### src/design/tsr_pkg.sv
// Package for the text scrollback line ring.
// Holds request codes, payload structs, controller states and control structs.
// No dependencies.
`default_nettype none

package tsr_pkg;

  // Request codes carried in req_type
  localparam logic [2:0] REQ_WRITE     = 3'd0;
  localparam logic [2:0] REQ_NEWLINE   = 3'd1;
  localparam logic [2:0] REQ_PAGE_UP   = 3'd2;
  localparam logic [2:0] REQ_PAGE_DOWN = 3'd3;
  localparam logic [2:0] REQ_HOME      = 3'd4;
  localparam logic [2:0] REQ_READ      = 3'd5;

  // Blank cell and view limit
  localparam logic [7:0] BLANK_CHAR = 8'h20;
  localparam logic [7:0] BLANK_ATTR = 8'h0F;
  localparam logic [7:0] VIEW_CAP   = 8'hFF;

  typedef struct packed {
    logic [2:0] req_type;
    logic [6:0] column;
    logic [4:0] row;
    logic [7:0] cell_char;
    logic [7:0] cell_color;
  } req_t;

  typedef struct packed {
    logic [7:0] read_char;
    logic [7:0] read_color;
    logic       row_has_content;
    logic [7:0] view_offset;
    logic       at_newest;
  } rsp_t;

  typedef enum logic [2:0] {
    ST_CLEAR,
    ST_IDLE,
    ST_DECODE,
    ST_ADDR,
    ST_ACCESS,
    ST_SWEEP,
    ST_RESULT
  } state_t;

  // Controller to datapath
  typedef struct packed {
    logic load_item;
    logic decode;
    logic calc_addr;
    logic access;
    logic sweep;
    logic load_out;
  } cmd_t;

  // Datapath to controller
  typedef struct packed {
    logic [2:0] req_type;
    logic       sweep_last;
    logic       out_free;
  } status_t;

endpackage

`default_nettype wire

### src/design/tsr_ctrl.sv
// Controller state machine for the text scrollback line ring.
// Depends on tsr_pkg; drives tsr_dp through cmd_t and reads status_t.
`default_nettype none

module tsr_ctrl
  import tsr_pkg::*;
(
  input  logic    clk,
  input  logic    rst,
  input  logic    req_valid,
  output logic    req_ready,
  input  status_t status,
  output cmd_t    cmd
);

  state_t state;
  state_t state_next;

  // State register; reset starts with the clearing sweep of line 0
  always_ff @(posedge clk) begin
    if (rst) begin
      state <= ST_CLEAR;
    end else begin
      state <= state_next;
    end
  end

  // Next state
  always_comb begin
    state_next = state;
    case (state)
      ST_CLEAR: begin
        if (status.sweep_last) state_next = ST_IDLE;
      end
      ST_IDLE: begin
        if (req_valid) state_next = ST_DECODE;
      end
      ST_DECODE: begin
        if (status.req_type inside {REQ_WRITE, REQ_NEWLINE, REQ_READ}) begin
          state_next = ST_ADDR;
        end else begin
          state_next = ST_RESULT;
        end
      end
      ST_ADDR: begin
        if (status.req_type == REQ_NEWLINE) begin
          state_next = ST_SWEEP;
        end else begin
          state_next = ST_ACCESS;
        end
      end
      ST_ACCESS: state_next = ST_RESULT;
      ST_SWEEP: begin
        if (status.sweep_last) state_next = ST_RESULT;
      end
      ST_RESULT: begin
        if (status.out_free) state_next = ST_IDLE;
      end
      default: state_next = ST_IDLE;
    endcase
  end

  // Outputs
  always_comb begin
    req_ready     = (state == ST_IDLE);
    cmd.load_item = (state == ST_IDLE) && req_valid;
    cmd.decode    = (state == ST_DECODE);
    cmd.calc_addr = (state == ST_ADDR);
    cmd.access    = (state == ST_ACCESS);
    cmd.sweep     = (state == ST_CLEAR) || (state == ST_SWEEP);
    cmd.load_out  = (state == ST_RESULT) && status.out_free;
  end

endmodule

`default_nettype wire

### config.mk
export PLATFORM = sky130hd
export DESIGN_NAME = tsr_ctrl
export DESIGN_NICKNAME = d
export VERILOG_FILES = /design/src/design/tsr_pkg.sv /design/src/design/tsr_ctrl.sv
export SDC_FILE = /design/constraint.sdc
export NUM_CORES = 1
export LEC_CHECK = 0
export ABC_CLOCK_PERIOD_IN_PS = 1300
export BUFFER_PORTS_ARGS = -buffer_cell sky130_fd_sc_hd__buf_2
export CORE_AREA = 8 8 45 47
export DETAILED_ROUTE_END_ITERATION = 8
export DIE_AREA = 0 0 53 55
export PLACE_DENSITY = 0.44
export REMOVE_ABC_BUFFERS = 1
export SLEW_MARGIN = 20
export SYNTH_ARGS = -nofsm -noshare
export SYNTH_HDL_FRONTEND = slang
export SYNTH_SLANG_ARGS = --single-unit
### constraint.sdc
create_clock -name clk -period 1.3 [get_ports clk]
set_clock_uncertainty 0.2 [all_clocks]
set_input_delay 0.195 -clock clk [delete_from_list [all_inputs] [get_ports clk]]
set_output_delay 0.195 -clock clk [all_outputs]
set_load 0.02 [all_outputs]
## After elaboration in Yosys (flattened, before gate mapping)

Index checks and enable logic that the tools add are counted.

| storage, ports and cells | value |
|---|---|
| flip-flop bits (word level) | 3 |
| bits of input ports | 8 |
| output and inout bits | 7 |
| logic and storage cells | 27 |

| operators by class | value |
|---|---|
| equal/unequal tests | 12 |
| muxes and demuxes | 7 |
| reductions and logical operators | 7 |

Operators with widths:

| kind | count |
|---|---|
| one-hot mux 3 bit (7 select lines) | 1 |
| two-way mux 3 bit | 5 |
| == test 3 bit, second input constant | 4 |
| != test 2 bit, second input constant | 4 |
| == test 3 x 1 -> 1 bit, second input constant | 2 |
| == test 3 x 2 -> 1 bit, second input constant | 2 |
| zero test 3 bit | 2 |
| AND reduction 4 bit | 1 |
| nonzero test 3 bit | 1 |
| logical AND 1 bit | 2 |
| logical OR 1 bit | 1 |
| two-way mux 1 bit | 1 |

## Depth between registers and ports, before layout

| depth | value |
|---|---|
| word-level depth | 4 |
| mapped depth | 4 |
| mapped depth without buffers | 4 |

## Least setup slack after synthesis

Ideal clock, no wire load.

| path | value |
|---|---|
| kind | register to output |
| start point | register state[1] |
| end point | output cmd[4] (netlist name) |
| data arrival time | 1059 ps |
| data required time | 905 ps |
| path slack | -154 ps |
| cell stages (with the launch flop) | 3 |
| cells stage by stage | dfxtp_1 -> buf_4 -> nor3b_1 |

RTL lines:

| what | line | RTL |
|---|---|---|
| start, declared | tsr_ctrl.sv:16 | `state_t state;` |
| start signal, assigned | tsr_ctrl.sv:24 | `state <= state_next;` |
| end, declared | tsr_ctrl.sv:13 | `output cmd_t cmd` |

==> results.md <==
* Headroom to the max-slew limit at 84.73%
* Highest routing layer actually used: met3
* Clock buffer count from CTS at 3
* Regs by FF count: state x3
* Pwr dens at between 2000 and 3000 nW/um2
* Post-Route WL at 897 um
* Post-Syn Instances at 38
* GRT Util Overall at 7.155%
* Master cell of the clock root buffer: clkbuf_4
* Critical path origin: state[2]
* Total iterations of the first detailed-routing run at 5
* Worst path required time at about 0.9 ns
* Routed metal-1 wirelength at 415 um
* Ratio of cells with drive above 1 in the final layout at 48.33%
* Number of flops mapped to enable cells by yosys at 0
* Detailed route wirelength on metal3 at 34 um
* Top post-synthesis cells by area: dfxtp_1, buf_6, nor2_1
* Width of the die at 53 um
* Hold crit path type: input pin to flop
* Insertion delay to the later sink of the worst-skew pair at between 0.2 and 0.25 ns
* Placed Area at 379.1 um2
* # diodes at 0
* Tmin final at 1.432 ns
* Transition time of the tightest slew-check pin at 0.2255 ns
* Leakage power figure at 0.0002258 uW
* Sw Pwr at 528.2 uW
* Max-slew violations at 0
* Synth area leader: dfxtp_1
* Design internal power at 693.4 uW
* Summed instance area of the synthesized netlist at between 200 and 300 um2
* Placed instance count at 70
* Flip-flop and latch count after synthesis at 3
* Number of setup violations in the final report at 7
* Synth top cells by count: nor2_1, and3_1, dfxtp_1, nor3_1, o21ai_0
* Most flop-heavy register: state
* Number of antenna violations at the first check in global routing at 0
* Count of input and output buffers at 14
* Worst min-delay path startpoint: status[0]
* Sinks on Clock Net at 3
* Net count, final at 69
* Achievable Freq at 698.5 MHz
* Routed wire length per instance at about 12 um
* Dominant synthesized flop cell: dfxtp_1
* Startpoint Class: flop
* Largest net degree at the start of global routing at 10
* Mean area per synthesized cell at 7.079 um2
* Clock edge transition at the registers on the reported setup and hold paths at 0.04 ns
* HPWL after detailed placement at around 620 um
* CTS H-Tree Depth at 1
* Remaining routing DRC violations at 0
* Switching share of power at roughly 43%
* Utilization of the core after routing at 34.09%
* Synth-to-Final Area Change at 75.35%
* Number of top-level pins at 15
* Wire length of the first global-routing pass at around 1500 um
* Final Instance Count excl. Fillers at between 70 and 80
* Critical path data arrival time at 1.04 ns
* Clock tree from TritonCTS: done
* Final Instance Area at 471.7 um2
* Hold Violations, Final at 0
* RSZ-0062 raised after global routing: yes
* Largest fanout on the critical path at 6
* Most common cell in the netlist: nor2_1
* Period utilization at 110.1%
* Initial core utilization at 19.44%
* Routed wl met2 at about 450 um
* Vias in the first global route at 340
* Type of the setup path with the least slack: flop to output port
* Global placement routability congestion at 0.7450
* Clock share of power at 13.9%
* Sequential Power Share at between 20 and 25%
* CP endpoint kind: output port
* Clock tree buffer depth at 2
* First-iteration detailed-routing DRC count at 11
* Core area at 1384 um2
* Vertical die dimension at roughly 55 um
* Part of the total power dissipated in combinational logic at 63.8%
* Floorplan row count at 14
* Flip-flop count of the largest register after layout at 3
* Violated checks: setup timing
* Vias at 338
* Final worst-path setup slack at -0.1317 ns
* Launch instance of the worst register-to-register path: state[2]
* Worst VDD drop at 0.0008763 V
* Yosys synthesis warning count at 0
* Area share of the leading cell type in the synthesized netlist at 22.33%
* Area enclosed by the die boundary at just under 3000 um2
* Max-Cap Viols at 0
* Gr ovfl total at 0
* Async set or reset register ratio after synthesis at 0%
* Status: complete, but fails checks
* Sum of negative setup slack at -0.7134 ns
* Count of cell types in the netlist at 21
* Post-route antenna net violation count at 0
* Average vias per placed instance at 4.447
* Sequential cell area fraction in the yosys report at 22.33%
final timing paths:
check	slack, ns	to	depth (start not counted)
max	-0.13	cmd[4]	3
min	0.09	state[2]	4
max reg2reg	0	state[0]	5
min reg2reg	0.43	state[2]	3
per-stage QoR:
step	total power (uW)	hold slack [ns]	setup slack [ns]
global route	1322	0.1303	-0.1896
finish	1222	0.09182	-0.1317
global placement	892.8	0.2126	-0.04896
CTS	1180	0.08121	-0.1297
detailed placement	887.2	0.2120	-0.1166
floorplan	579.1	0.06407	-0.1931
cell usage in the layout, fill, tap and decap left out:
cell and count:
a21oi_1 1, a311oi_1 1, a31oi_1 1, and2_1 1, and3_1 3, buf_12 1, buf_2 9, buf_4 7
buf_6 3, clkbuf_1 1, clkbuf_4 3, dfxtp_4 3, dlygate4sd3_1 1, inv_1 2, mux2i_2 1, nand2_1 2
nand3_1 1, nand3b_1 1, nor2_1 6, nor2b_1 1, nor3_1 2, nor3_2 1, nor3b_1 1, nor3b_2 1
o21ai_0 3, o21ai_1 1, o311ai_1 1, xor2_1 1
cell type report:
type / count / area (um2)
fill: 150 / 912.1
multi-input combinational: 30 / 185.2
timing repair buffer: 21 / 161.4
sequential: 3 / 71.32
clock buffer: 4 / 26.28
tap: 16 / 20.02
inverter: 2 / 7.507
critical path, stage by stage (launching register included):
cell and delay (ns):
dfxtp_4 0.36, buf_6 0.13, nor3b_2 0.14, buf_4 0.16
metal layers:
layer	up-vias	GRT usage, %
li1	179	-
met1	150	8.042
met2	9	10.35
met3	0	2.674
met4	0	6.466
met5	-	0
cells by family after synthesis:
family | Yosys count | synth area share [%]
AND/OR/NAND/NOR | 20 | 38.60
AO/OA/AOI/OAI | 8 | 18.14
buffers and inverters | 5 | 13.95
flip-flops | 3 | 22.33
XOR/XNOR | 1 | 3.256
multiplexers | 1 | 3.721
timing repair:
action                     in CTS  in global routing
setup endpoints to repair      10                 10
pin swaps                       2                  4
gates resized for setup        15                  5
setup buffers                   1                  0
hold buffers                    1                  0
hold endpoints to repair        2                  0
power groups by stage:
stage	Clock [uW]	Combinational, uW	Sequential [uW]
after floorplan	0	336	244
after global placement	0	648	245
after detailed placement	0	643	244
after CTS	176	734	271
after global routing	182	851	289
final	170	779	272
No activity file was read; power rests on OpenSTA's default activity.
